### src/rtl/core/mme_pkg.sv
// ----------------------------------------------------------------------------
// mme_pkg
// Shared types, constants and register indexes of the matrix multiply engine.
// ----------------------------------------------------------------------------
`timescale 1ns / 1ps
`default_nettype none

package mme_pkg;

    localparam int MAX_DIM_DEF    = 8;
    localparam int ELEM_WIDTH_DEF = 16;

    // Fixed field widths of the result word and the configuration port.
    localparam int SUM_W     = 35;
    localparam int OUT_IDX_W = 3;
    localparam int CFG_W     = 4;
    localparam int CFG_IDX_W = 1;

    localparam logic [CFG_IDX_W-1:0] REG_ROW_COUNT = 1'd0;
    localparam logic [CFG_IDX_W-1:0] REG_COL_COUNT = 1'd1;

    localparam logic [CFG_W-1:0] DIM_RESET = 4'd8;

    typedef enum logic [1:0] {
        ST_IDLE,
        ST_WAIT,
        ST_RUN
    } t_state;

    // One dot-product term issued to the multiply-accumulate pipe.
    typedef struct packed {
        logic                 valid;
        logic                 first;
        logic                 last_k;
        logic                 is_last;
        logic [OUT_IDX_W-1:0] row;
        logic [OUT_IDX_W-1:0] col;
    } t_tag;

    // Pipe status seen by the sequencer.
    typedef struct packed {
        logic busy;
        logic out_free;
    } t_mac_status;

endpackage

`default_nettype wire

### src/rtl/core/mme_ram.sv
// ----------------------------------------------------------------------------
// mme_ram
// Simple dual-port RAM: one write port, one read port, registered read data.
// ----------------------------------------------------------------------------
`timescale 1ns / 1ps
`default_nettype none

module mme_ram
    import mme_pkg::*;
#(
    parameter int WIDTH = ELEM_WIDTH_DEF,
    parameter int DEPTH = MAX_DIM_DEF * MAX_DIM_DEF,
    localparam int AW   = (DEPTH > 1) ? $clog2(DEPTH) : 1
) (
    input  wire logic                   i_clk,
    input  wire logic                   i_we,
    input  wire logic [AW-1:0]          i_waddr,
    input  wire logic [WIDTH-1:0]       i_wdata,
    input  wire logic [AW-1:0]          i_raddr,
    output logic      [WIDTH-1:0]       o_rdata
);

    logic [WIDTH-1:0] r_mem [DEPTH];
    logic [WIDTH-1:0] r_rdata;

    always_ff @(posedge i_clk) begin
        if (i_we) begin
            r_mem[i_waddr] <= i_wdata;
        end
        r_rdata <= r_mem[i_raddr];
    end

    assign o_rdata = r_rdata;

endmodule

`default_nettype wire

### src/rtl/core/mme_seq.sv
// ----------------------------------------------------------------------------
// mme_seq
// Load control, configuration registers and the row/column/term sequencer.
// ----------------------------------------------------------------------------
`timescale 1ns / 1ps
`default_nettype none

module mme_seq
    import mme_pkg::*;
#(
    parameter int MAX_DIM    = MAX_DIM_DEF,
    parameter int ELEM_WIDTH = ELEM_WIDTH_DEF,
    localparam int DEPTH     = MAX_DIM * MAX_DIM,
    localparam int AW        = (DEPTH > 1) ? $clog2(DEPTH) : 1
) (
    input  wire logic                         i_clk,
    input  wire logic                         i_rst_n,
    input  wire logic                         i_cfg_we,
    input  wire logic [CFG_IDX_W-1:0]         i_cfg_addr,
    input  wire logic [CFG_W-1:0]             i_cfg_data,
    input  wire logic                         i_in_valid,
    output logic                              o_in_stall,
    input  wire logic                         i_in_req_type,
    input  wire logic signed [ELEM_WIDTH-1:0] i_in_elem_value,
    output logic                              o_a_we,
    output logic [AW-1:0]                     o_a_waddr,
    output logic [AW-1:0]                     o_a_raddr,
    output logic                              o_b_we,
    output logic [AW-1:0]                     o_b_waddr,
    output logic [AW-1:0]                     o_b_raddr,
    output logic [ELEM_WIDTH-1:0]             o_wdata,
    output t_tag                              o_tag,
    input  t_mac_status                       i_status
);

    localparam int FILL_W = $clog2(DEPTH + 1);
    localparam int DIM_W  = $clog2(MAX_DIM + 1);
    localparam int IDX_W  = (MAX_DIM > 1) ? $clog2(MAX_DIM) : 1;

    t_state             r_state, n_state;
    logic [CFG_W-1:0]   r_rows_cfg, r_cols_cfg;
    logic [FILL_W-1:0]  r_a_fill, n_a_fill;
    logic [FILL_W-1:0]  r_b_fill, n_b_fill;
    logic [IDX_W-1:0]   r_i, n_i, r_j, n_j, r_k, n_k;

    logic [DIM_W-1:0]   w_rows, w_cols;
    logic [FILL_W-1:0]  w_rc, w_cc, w_b_next;
    logic               w_in_acc, w_i_last, w_j_last, w_k_last;

    // Effective dimensions: zero acts as one, large values clamp to MAX_DIM.
    always_comb begin
        if (r_rows_cfg == '0) begin
            w_rows = DIM_W'(1);
        end else if (r_rows_cfg > CFG_W'(MAX_DIM)) begin
            w_rows = DIM_W'(MAX_DIM);
        end else begin
            w_rows = DIM_W'(r_rows_cfg);
        end
        if (r_cols_cfg == '0) begin
            w_cols = DIM_W'(1);
        end else if (r_cols_cfg > CFG_W'(MAX_DIM)) begin
            w_cols = DIM_W'(MAX_DIM);
        end else begin
            w_cols = DIM_W'(r_cols_cfg);
        end
    end

    assign w_rc     = FILL_W'(w_rows) * FILL_W'(w_cols);
    assign w_cc     = FILL_W'(w_cols) * FILL_W'(w_cols);
    assign w_i_last = DIM_W'(r_i) == (w_rows - DIM_W'(1));
    assign w_j_last = DIM_W'(r_j) == (w_cols - DIM_W'(1));
    assign w_k_last = DIM_W'(r_k) == (w_cols - DIM_W'(1));
    assign w_in_acc = i_in_valid && (r_state == ST_IDLE);
    assign w_b_next = (r_b_fill < FILL_W'(DEPTH)) ? r_b_fill + FILL_W'(1) : r_b_fill;

    assign o_in_stall = (r_state != ST_IDLE);
    assign o_wdata    = i_in_elem_value;
    assign o_a_waddr  = r_a_fill[AW-1:0];
    assign o_b_waddr  = r_b_fill[AW-1:0];
    assign o_a_raddr  = AW'(r_i) * AW'(w_cols) + AW'(r_k);
    assign o_b_raddr  = AW'(r_k) * AW'(w_cols) + AW'(r_j);

    always_ff @(posedge i_clk) begin
        if (!i_rst_n) begin
            r_rows_cfg <= DIM_RESET;
            r_cols_cfg <= DIM_RESET;
        end else if (i_cfg_we) begin
            unique case (i_cfg_addr)
                REG_ROW_COUNT: r_rows_cfg <= i_cfg_data;
                REG_COL_COUNT: r_cols_cfg <= i_cfg_data;
            endcase
        end
    end

    always_ff @(posedge i_clk) begin
        if (!i_rst_n) begin
            r_state  <= ST_IDLE;
            r_a_fill <= '0;
            r_b_fill <= '0;
            r_i      <= '0;
            r_j      <= '0;
            r_k      <= '0;
        end else begin
            r_state  <= n_state;
            r_a_fill <= n_a_fill;
            r_b_fill <= n_b_fill;
            r_i      <= n_i;
            r_j      <= n_j;
            r_k      <= n_k;
        end
    end

    always_comb begin
        n_state  = r_state;
        n_a_fill = r_a_fill;
        n_b_fill = r_b_fill;
        n_i      = r_i;
        n_j      = r_j;
        n_k      = r_k;
        o_a_we   = 1'b0;
        o_b_we   = 1'b0;

        o_tag.valid   = (r_state == ST_RUN);
        o_tag.first   = (r_k == '0);
        o_tag.last_k  = w_k_last;
        o_tag.is_last = w_i_last && w_j_last;
        o_tag.row     = OUT_IDX_W'(r_i);
        o_tag.col     = OUT_IDX_W'(r_j);

        unique case (r_state)
            ST_IDLE: begin
                if (w_in_acc) begin
                    if (!i_in_req_type) begin
                        // drop A words once A is full
                        if (r_a_fill < w_rc) begin
                            o_a_we   = 1'b1;
                            n_a_fill = r_a_fill + FILL_W'(1);
                        end
                    end else begin
                        o_b_we = (r_b_fill < FILL_W'(DEPTH));
                        if (w_b_next >= w_cc) begin
                            n_a_fill = '0;
                            n_b_fill = '0;
                            n_i      = '0;
                            n_j      = '0;
                            n_k      = '0;
                            n_state  = ST_WAIT;
                        end else begin
                            n_b_fill = w_b_next;
                        end
                    end
                end
            end
            ST_WAIT: begin
                // start the next element once the pipe and output slot are clear
                if (!i_status.busy && i_status.out_free) begin
                    n_state = ST_RUN;
                end
            end
            ST_RUN: begin
                if (w_k_last) begin
                    n_k = '0;
                    if (w_j_last) begin
                        n_j = '0;
                        if (w_i_last) begin
                            n_i     = '0;
                            n_state = ST_IDLE;
                        end else begin
                            n_i     = r_i + IDX_W'(1);
                            n_state = ST_WAIT;
                        end
                    end else begin
                        n_j     = r_j + IDX_W'(1);
                        n_state = ST_WAIT;
                    end
                end else begin
                    n_k = r_k + IDX_W'(1);
                end
            end
            default: begin
                n_state = ST_IDLE;
            end
        endcase
    end

endmodule

`default_nettype wire

### src/rtl/core/mme_mac.sv
// ----------------------------------------------------------------------------
// mme_mac
// Multiply-accumulate pipe with the result output register.
// ----------------------------------------------------------------------------
`timescale 1ns / 1ps
`default_nettype none

module mme_mac
    import mme_pkg::*;
#(
    parameter int ELEM_WIDTH = ELEM_WIDTH_DEF
) (
    input  wire logic                         i_clk,
    input  wire logic                         i_rst_n,
    input  wire logic signed [ELEM_WIDTH-1:0] i_a_rdata,
    input  wire logic signed [ELEM_WIDTH-1:0] i_b_rdata,
    input  t_tag                              i_tag,
    output t_mac_status                       o_status,
    output logic                              o_out_valid,
    input  wire logic                         i_out_stall,
    output logic signed [SUM_W-1:0]           o_out_prod_value,
    output logic [OUT_IDX_W-1:0]              o_out_row,
    output logic [OUT_IDX_W-1:0]              o_out_col,
    output logic                              o_out_is_last
);

    localparam int PROD_W = 2 * ELEM_WIDTH;

    t_tag                     r_tag1, r_tag2;
    logic signed [PROD_W-1:0] w_prod, r_prod;
    logic signed [SUM_W-1:0]  r_acc, w_base, w_sum;
    logic                     r_out_valid;
    logic signed [SUM_W-1:0]  r_out_value;
    logic [OUT_IDX_W-1:0]     r_out_row, r_out_col;
    logic                     r_out_last;

    assign w_prod = i_a_rdata * i_b_rdata;
    assign w_base = r_tag2.first ? SUM_W'(0) : r_acc;
    assign w_sum  = w_base + SUM_W'(r_prod);

    always_ff @(posedge i_clk) begin
        if (!i_rst_n) begin
            r_tag1      <= '0;
            r_tag2      <= '0;
            r_out_valid <= 1'b0;
        end else begin
            r_tag1 <= i_tag;
            r_tag2 <= r_tag1;
            if (r_tag2.valid && r_tag2.last_k) begin
                r_out_valid <= 1'b1;
            end else if (!i_out_stall) begin
                r_out_valid <= 1'b0;
            end
        end
    end

    always_ff @(posedge i_clk) begin
        r_prod <= w_prod;
        if (r_tag2.valid) begin
            r_acc <= w_sum;
        end
        if (r_tag2.valid && r_tag2.last_k) begin
            r_out_value <= w_sum;
            r_out_row   <= r_tag2.row;
            r_out_col   <= r_tag2.col;
            r_out_last  <= r_tag2.is_last;
        end
    end

    assign o_status.busy     = r_tag1.valid || r_tag2.valid;
    assign o_status.out_free = !r_out_valid || !i_out_stall;

    assign o_out_valid      = r_out_valid;
    assign o_out_prod_value = r_out_value;
    assign o_out_row        = r_out_row;
    assign o_out_col        = r_out_col;
    assign o_out_is_last    = r_out_last;

endmodule

`default_nettype wire

### src/rtl/core/matrix_multiply_engine.sv
// ----------------------------------------------------------------------------
// matrix_multiply_engine
// Loads matrices A (rows x cols) and B (cols x cols), then streams out A*B.
// ----------------------------------------------------------------------------
// Usage:
//   Input words carry req_type (0 = next A element, 1 = next B element) and a
//   signed element, both matrices in row-major order. A word is taken when
//   i_in_valid is high and o_in_stall is low. A words beyond rows*cols are
//   dropped. The word that completes B starts the product. o_in_stall then
//   stays high until the last term of the last result has been issued.
//   Each result word (prod_value, row, col, is_last) is built in steps: a
//   wait state that checks that the pipe is empty and the output slot is
//   free, then one read per term through the single read port of each
//   store, then the multiply and add stages.
//   A stalled result holds in the output register; the sequencer waits
//   before each element until that register is free, so nothing is lost.
//   Reset clears the load counts, the sequencer and the output valid, and
//   sets row_count and col_count to 8. Store contents are not cleared.
//   Write row_count / col_count through the cfg port only while idle.
// ----------------------------------------------------------------------------
`timescale 1ns / 1ps
`default_nettype none

module matrix_multiply_engine
    import mme_pkg::*;
#(
    parameter int MAX_DIM    = MAX_DIM_DEF,
    parameter int ELEM_WIDTH = ELEM_WIDTH_DEF
) (
    input  wire logic                         i_clk,
    input  wire logic                         i_rst_n,
    input  wire logic                         i_cfg_we,
    input  wire logic [CFG_IDX_W-1:0]         i_cfg_addr,
    input  wire logic [CFG_W-1:0]             i_cfg_data,
    input  wire logic                         i_in_valid,
    output logic                              o_in_stall,
    input  wire logic                         i_in_req_type,
    input  wire logic signed [ELEM_WIDTH-1:0] i_in_elem_value,
    output logic                              o_out_valid,
    input  wire logic                         i_out_stall,
    output logic signed [SUM_W-1:0]           o_out_prod_value,
    output logic [OUT_IDX_W-1:0]              o_out_row,
    output logic [OUT_IDX_W-1:0]              o_out_col,
    output logic                              o_out_is_last
);

    localparam int DEPTH = MAX_DIM * MAX_DIM;
    localparam int AW    = (DEPTH > 1) ? $clog2(DEPTH) : 1;

    logic                  w_a_we, w_b_we;
    logic [AW-1:0]         w_a_waddr, w_a_raddr, w_b_waddr, w_b_raddr;
    logic [ELEM_WIDTH-1:0] w_wdata, w_a_rdata, w_b_rdata;
    t_tag                  w_tag;
    t_mac_status           w_status;

    // Load control, configuration and element/term sequencing.
    mme_seq #(
        .MAX_DIM    (MAX_DIM),
        .ELEM_WIDTH (ELEM_WIDTH)
    ) u_seq (
        .i_clk           (i_clk),
        .i_rst_n         (i_rst_n),
        .i_cfg_we        (i_cfg_we),
        .i_cfg_addr      (i_cfg_addr),
        .i_cfg_data      (i_cfg_data),
        .i_in_valid      (i_in_valid),
        .o_in_stall      (o_in_stall),
        .i_in_req_type   (i_in_req_type),
        .i_in_elem_value (i_in_elem_value),
        .o_a_we          (w_a_we),
        .o_a_waddr       (w_a_waddr),
        .o_a_raddr       (w_a_raddr),
        .o_b_we          (w_b_we),
        .o_b_waddr       (w_b_waddr),
        .o_b_raddr       (w_b_raddr),
        .o_wdata         (w_wdata),
        .o_tag           (w_tag),
        .i_status        (w_status)
    );

    // Element store for A, row-major at i*cols + k.
    mme_ram #(
        .WIDTH (ELEM_WIDTH),
        .DEPTH (DEPTH)
    ) u_a_ram (
        .i_clk   (i_clk),
        .i_we    (w_a_we),
        .i_waddr (w_a_waddr),
        .i_wdata (w_wdata),
        .i_raddr (w_a_raddr),
        .o_rdata (w_a_rdata)
    );

    // Element store for B, row-major at k*cols + j.
    mme_ram #(
        .WIDTH (ELEM_WIDTH),
        .DEPTH (DEPTH)
    ) u_b_ram (
        .i_clk   (i_clk),
        .i_we    (w_b_we),
        .i_waddr (w_b_waddr),
        .i_wdata (w_wdata),
        .i_raddr (w_b_raddr),
        .o_rdata (w_b_rdata)
    );

    // Multiply, accumulate over k, hold the finished word for the receiver.
    mme_mac #(
        .ELEM_WIDTH (ELEM_WIDTH)
    ) u_mac (
        .i_clk            (i_clk),
        .i_rst_n          (i_rst_n),
        .i_a_rdata        (w_a_rdata),
        .i_b_rdata        (w_b_rdata),
        .i_tag            (w_tag),
        .o_status         (w_status),
        .o_out_valid      (o_out_valid),
        .i_out_stall      (i_out_stall),
        .o_out_prod_value (o_out_prod_value),
        .o_out_row        (o_out_row),
        .o_out_col        (o_out_col),
        .o_out_is_last    (o_out_is_last)
    );

endmodule

`default_nettype wire

### config.mk
export PLATFORM = sky130hd
export DESIGN_NAME = matrix_multiply_engine
export DESIGN_NICKNAME = d
export VERILOG_FILES = /design/src/rtl/core/mme_pkg.sv /design/src/rtl/core/mme_ram.sv /design/src/rtl/core/mme_seq.sv /design/src/rtl/core/mme_mac.sv /design/src/rtl/core/matrix_multiply_engine.sv
export SDC_FILE = /design/constraint.sdc
export NUM_CORES = 2
export LEC_CHECK = 0
export BUFFER_PORTS_ARGS = -buffer_cell sky130_fd_sc_hd__buf_2
export CAP_MARGIN = 40
export CORE_ASPECT_RATIO = 0.8
export CORE_MARGIN = 2
export CORE_UTILIZATION = 50
export CTS_CLUSTER_SIZE = 16
export DETAILED_ROUTE_END_ITERATION = 10
export GPL_ROUTABILITY_DRIVEN = 0
export GPL_TIMING_DRIVEN = 0
export PLACE_DENSITY_LB_ADDON = 0.12
export RECOVER_POWER = 100
export SLEW_MARGIN = 40
export SYNTH_ARGS = -nofsm -noshare
export SYNTH_HDL_FRONTEND = slang
export SYNTH_SLANG_ARGS = --single-unit
### constraint.sdc
create_clock -name i_clk -period 5.4 [get_ports i_clk]
set_input_delay 0.81 -clock i_clk [delete_from_list [all_inputs] [get_ports i_clk]]
set_output_delay 0.81 -clock i_clk [all_outputs]
set_load 0.05 [all_outputs]
# [Word-level counts from Yosys, hierarchy flattened]
# Memories as Yosys holds them, arrays and structs flattened. A register that Yosys moved wholly into a read port is not among the register bits.
# Cells that the tools add are included.
[totals] register_bits=163 ramBits=2048 in_bits=27 memories=2
[op_classes] add_sub_neg=10 multipliers=5 order_cmp=5 eq_ne=13 mux=43 bitwise_logic=1 n_reduce_logical=24
[mem_list] name="u_a_ram.r_mem" depth=64 word_bits=16 read_ports=1 rd_ports_with_merged_regs=1 write_ports=1 line_no="mme_ram.sv:23" rtl="logic [WIDTH-1:0] r_mem [DEPTH];"
[mem_list] name="u_b_ram.r_mem" depth=64 word_bits=16 read_ports=1 rd_ports_with_merged_regs=1 write_ports=1 line_no="mme_ram.sv:23"
[ops] op="$add A35 B32 Y35" count=1
[ops] op="$mux W35" count=1
[ops] op="$mux W7" count=5
[ops] op="$mul A16 B16 Y32" count=1
[ops] op="$mux W3" count=9
[ops] op="$pmux W3 S2" count=3
[ops] op="$mux W4" count=4
[ops] op="$mux W1" count=15
[ops] op="$add A7 B1 Y7 const B" count=2
[ops] op="$mul A4 B4 Y7" count=2
[ops] op="$add A6 B3 Y6" count=2
[ops] op="$eq A3 B4 Y1" count=3
[ops] op="$mul A3 B4 Y6" count=2
[ops] op="$mux W2" count=5
[ops] op="$reduce_and A5 Y1" count=2
[ops] op="$add A3 B1 Y3 const B" count=3
[ops] op="$gt A4 B4 Y1 const B" count=2
[ops] op="$logic_not A4 Y1" count=2
[ops] op="$ne A2 B1 Y1 const B" count=4
[ops] op="$ne A2 B2 Y1 const B" count=4
[ops] op="$reduce_and A4 Y1" count=2
[ops] op="$sub A4 B1 Y4 const B" count=2
[ops] op="$ge A7 B7 Y1" count=1
[ops] op="$lt A7 B7 Y1" count=1
[ops] op="other kinds (14)" count=23

# [Logic depth before layout (Yosys ltp)]
[depth] depth_word=11 mapped_depth=24

# [Modules after synthesis]
# From an unflattened synthesis, not the netlist that was laid out.
[unflattened] hier_cells=5615 area_unflattened_um2=99022.5
[modules_own_cells] mod="mme_ram" n_inst=2 cells_each=1829 area_each_um2=40042.2 seq_area_each_um2=31069.8
[modules_own_cells] mod="mme_mac" n_inst=1 cells_each=1538 area_each_um2=15356.0 seq_area_each_um2=3373.2
[modules_own_cells] mod="mme_seq" n_inst=1 cells_each=419 area_each_um2=3582.2 seq_area_each_um2=660.6

# [Worst setup path after synthesis]
# Ideal clock, no wire load.
[synth_timing] path_kind="reg2reg" startpoint="reg u_a_ram.r_rdata[15] (netlist: u_a_ram.o_rdata[15]), read port of u_a_ram.r_mem" endpoint="reg u_mac.r_prod[29]" setup_ns=0.095 arrival_ns=5.912 required_ns=5.305 setup_slack_ns=-0.608 path_stages_with_launch=22 period_less_slack_ns=6.008 path_cell_list="dfxtp_1 -> clkbuf_1 -> nand2_1 -> inv_1 -> fa_1 -> fa_1 -> fa_1 -> fa_1 -> fa_1 -> inv_1 -> fa_1 -> inv_1 -> ha_1 -> clkbuf_1 -> nand3_1 -> nor2_1 -> nand4_1 -> o21a_1 -> o21ai_2 -> o31ai_4 -> or4b_1 -> o311ai_1"
[synth_between] elab_chain_cells=1
[synth_lines] element="from (decl)" line_no="mme_ram.sv:24" rtl="logic [WIDTH-1:0] r_rdata;"
[synth_lines] element="$mul A16 B16 Y32" line_no="mme_mac.sv:37" rtl="assign w_prod = i_a_rdata * i_b_rdata;"
[synth_lines] element="net u_mac.w_prod[29]" line_no="mme_mac.sv:30" rtl="logic signed [PROD_W-1:0] w_prod, r_prod;"
[synth_lines] element="to (signal assigned)" line_no="mme_mac.sv:58" rtl="r_prod <= w_prod;"
[synth_lines] element="to (decl)" line_no="mme_mac.sv:30"
# The timed path passes the listed nets, and every way through them passes these cells.
# A chain may end at the register's enable or synchronous reset.

# [Worst setup path after layout]
[layout_timing] startpoint="reg u_a_ram.r_rdata[13] (netlist: u_a_ram.o_rdata[13]), read port of u_a_ram.r_mem" endpoint="reg u_mac.r_prod[29]"
# Same word-level chain as after synthesis.

==> results.ini <==
[timing]
relSlewSlack = -1.47
layout_setup_ws_ns = -0.586
fin_crit_ns = 5.99
setup_viol = 13
worstMarginPinSlew_ns = 3.70
rsz0062_at_grt = true
hold_violations = 0
fin_crit_sh = 1.11
final_max_slew_viol_count = 2170
fmax_ghz = 0.167
clock_skew_ns = 0.0541
whs_ns = 0.280

[global_routing]
grt_max_degree = 89
grt_pass1_vias = 50000
use_met1 = 0.377
grt_usage = 0.246
top_usage_layer = met1
antenna_found_initial = 11
met2_usage = 0.366
grt_pass1_wl_um = 353000
met3_usage = 0.0563
grt_overflow = 0

[synth]
ys_ff_latch = 2243
async_reset_ff_frac = 0
ys.flop_type = edfxtp_1
syn_inst = 5157
avgSynthCellArea_um2 = 19.0
synth-edff-count = 2125
synth_warnings = 0
yosysUniqueCellTypes = 81
ys_seq_area_frac = 0.675
syn_area_um2 = 98100

[critical_path]
rr_worst_depth = 21
worstPathRequired_ns = 6.10
start_kind = flip-flop
crit_path_end_kind = flip-flop
cp.arrival_ns = 6.69
crit_fanout = 3
crit_type = flip-flop to flip-flop

[layout]
drive_above_1_share = 0.296
syn2layout_area_growth_pct = 16.0
regArea_um2 = 66300
mostFrequentLayoutCells = 2125 x edfxtp_1, 640 x mux4_2, 324 x inv_1, 249 x fa_1, 229 x clkbuf_16
nets = 6137
nFillCells = 14100
multi_input_area_um2 = 31300
mostFrequentLayoutCell = edfxtp_1

[routing]
vias = 50100
ant_nets = 0
routedWlPerCell_um = 29.0
dr.pass1.iters = 6
viasPerCell = 5.94
drtIter0Drc = 5777
totalWireLength_um = 244000
drc = 0

[floorplan]
fp-row-count = 145
dieArea_um2 = 200000
start_util = 0.503
io_pins = 71
die_w_um = 499
core_area_um2 = 195000
fp.dieH_um = 400

[min_path]
hp-class = input pin to flip-flop
hold_depth = 3

[clock_network]
cts_root_buf = clkbuf_16
h-tree-depth = 4
cts_tree = built
clockBufferDepth = 3
cts_sinks = 2243
numCtsBuffers = 213
cts.reportedPaths.clkPinSlew_ns = 0.06
clock_latency_ns = 0.86

[run_status]
outcome = finished with violations
violations = max-capacitance violations, max-slew violations, negative setup slack

[run]
drv_cap = 34

[place]
port_buffers = 70
dpl.hpwl_um = 165000

critical path, cell delays in order (launching register included):
cell and delay (ns):
dfxtp_4 0.36, clkbuf_16 0.14, and2_4 0.13, fa_1 0.52, inv_2 0.04, fa_1 0.52, fa_1 0.59, inv_2 0.05
fa_1 0.47, fa_1 0.49, inv_1 0.05, fa_1 0.49, inv_2 0.05, ha_4 0.22, a21o_1 0.19, a21o_1 0.16
a211o_1 0.30, o211ai_2 0.08, a21oi_2 0.11, o31ai_4 0.33, or4b_1 0.47, o311ai_1 0.11
logic make-up after synthesis:
kind of cell / Yosys count / share of synthesized area
XOR/XNOR: 98 / 0.00890
multiplexers: 683 / 0.151
AND/OR/NAND/NOR: 791 / 0.0408
flip-flops: 2243 / 0.675
other: 1 / 0.0000382
adder cells (fa/ha/maj): 448 / 0.0783
buffers and inverters: 581 / 0.0250
AO/OA/AOI/OAI: 312 / 0.0209
final cells by class:
type	count	share of cell area
Antenna cell	3	0.0000660
Buffer	229	0.0136
Clock buffer	273	0.0500
Clock inverter	128	0.0115
Inverter	349	0.0116
Multi-Input combinational cell	2334	0.275
Sequential cell	2243	0.582
Tap cell	2572	0.0283
Timing Repair Buffer	292	0.0274
sequential cells by signal, summed over array words and instances (netlist names):
name	cells
u_a_ram.r_mem	1024
u_b_ram.r_mem	1024
u_mac.o_out_prod_value	35
u_mac.r_acc	35
u_mac.r_prod	32
u_a_ram.o_rdata	16
u_b_ram.o_rdata	16
u_mac.r_tag1	10
u_mac.r_tag2	10
u_seq.r_a_fill	7
u_seq.r_b_fill	7
u_seq.r_cols_cfg	4
u_seq.r_rows_cfg	4
u_mac.o_out_col	3
u_mac.o_out_row	3
u_seq.r_i	3
u_seq.r_j	3
u_seq.r_k	3
u_seq.r_state	2
u_mac.o_out_is_last	1
u_mac.o_out_valid	1
path summary, 6_finish.rpt:
check	from	endpoint	slack, ns
hold / removal	i_cfg_we	u_seq.r_cols_cfg[2]	0.28
setup / recovery	u_a_ram.o_rdata[13]	u_mac.r_prod[29]	-0.59
hold reg to reg	u_mac.r_tag2[4]	u_mac.o_out_row[1]	0.41
setup reg to reg	u_a_ram.o_rdata[13]	u_mac.r_prod[29]	-0.59
per-stage QoR:
stage                     cell area (µm²)  setup TNS [ns]  instances  worst slack [ns]  utilization
after detailed placement           105000         -660.35       7874             -1.06        0.536
after floorplan                     98300          -0.242       5158            -0.189            -
after global placement             102000        -1221.78       7800             -1.47        0.522
after global routing               114000         -128.82       8421            -0.705        0.583
final                              114000           -3.62       8423            -0.586        0.583
after CTS                          114000           -3.56       8379            -0.617        0.582
layer usage:
metal	share of wire	wire [µm]
met4	0.019	4690
met5	0.00080	195
met2	0.45	110000
met3	0.089	21700
met1	0.44	108000
cells in the mapped netlist (all sizes together), types with 3 or more instances:
cell / count / area share
a2111oi: 4 / 0.00036
a211oi: 39 / 0.0031
a21o: 43 / 0.0033
a21oi: 114 / 0.0059
a22oi: 3 / 0.00023
a31oi: 5 / 0.00032
a41oi: 4 / 0.00036
and2: 163 / 0.010
and3: 11 / 0.00075
buf: 89 / 0.0060
clkbuf: 143 / 0.0056
dfxtp: 118 / 0.024
edfxtp: 2125 / 0.65
fa: 276 / 0.056
ha: 172 / 0.022
inv: 349 / 0.013
mux2i: 41 / 0.0042
mux4: 640 / 0.15
nand2: 188 / 0.0072
nand2b: 19 / 0.0012
nand3: 29 / 0.0015
nand3b: 8 / 0.00061
nand4: 13 / 0.00083
nor2: 212 / 0.0085
nor2b: 78 / 0.0050
nor3: 22 / 0.0012
nor3b: 5 / 0.00038
nor4: 6 / 0.00038
o211ai: 7 / 0.00064
o21a: 13 / 0.0010
o21ai: 42 / 0.0023
o21bai: 11 / 0.00084
o311ai: 3 / 0.00027
o31ai: 6 / 0.00065
or2: 10 / 0.00066
or3: 12 / 0.00077
or3b: 7 / 0.00063
or4: 4 / 0.00031
xnor2: 64 / 0.0057
xor2: 34 / 0.0032
what timing repair did:
item,in CTS,in global routing
endpoints found under the hold margin,0,0
pin swaps,105,89
setup endpoints to repair,1073,761
hold buffers,0,0
setup buffers,104,43
resized for setup,198,113
cloned,1,1
Power is not shown: default switching activity piles up to over one toggle a cycle in this logic, so the estimate is an artifact.
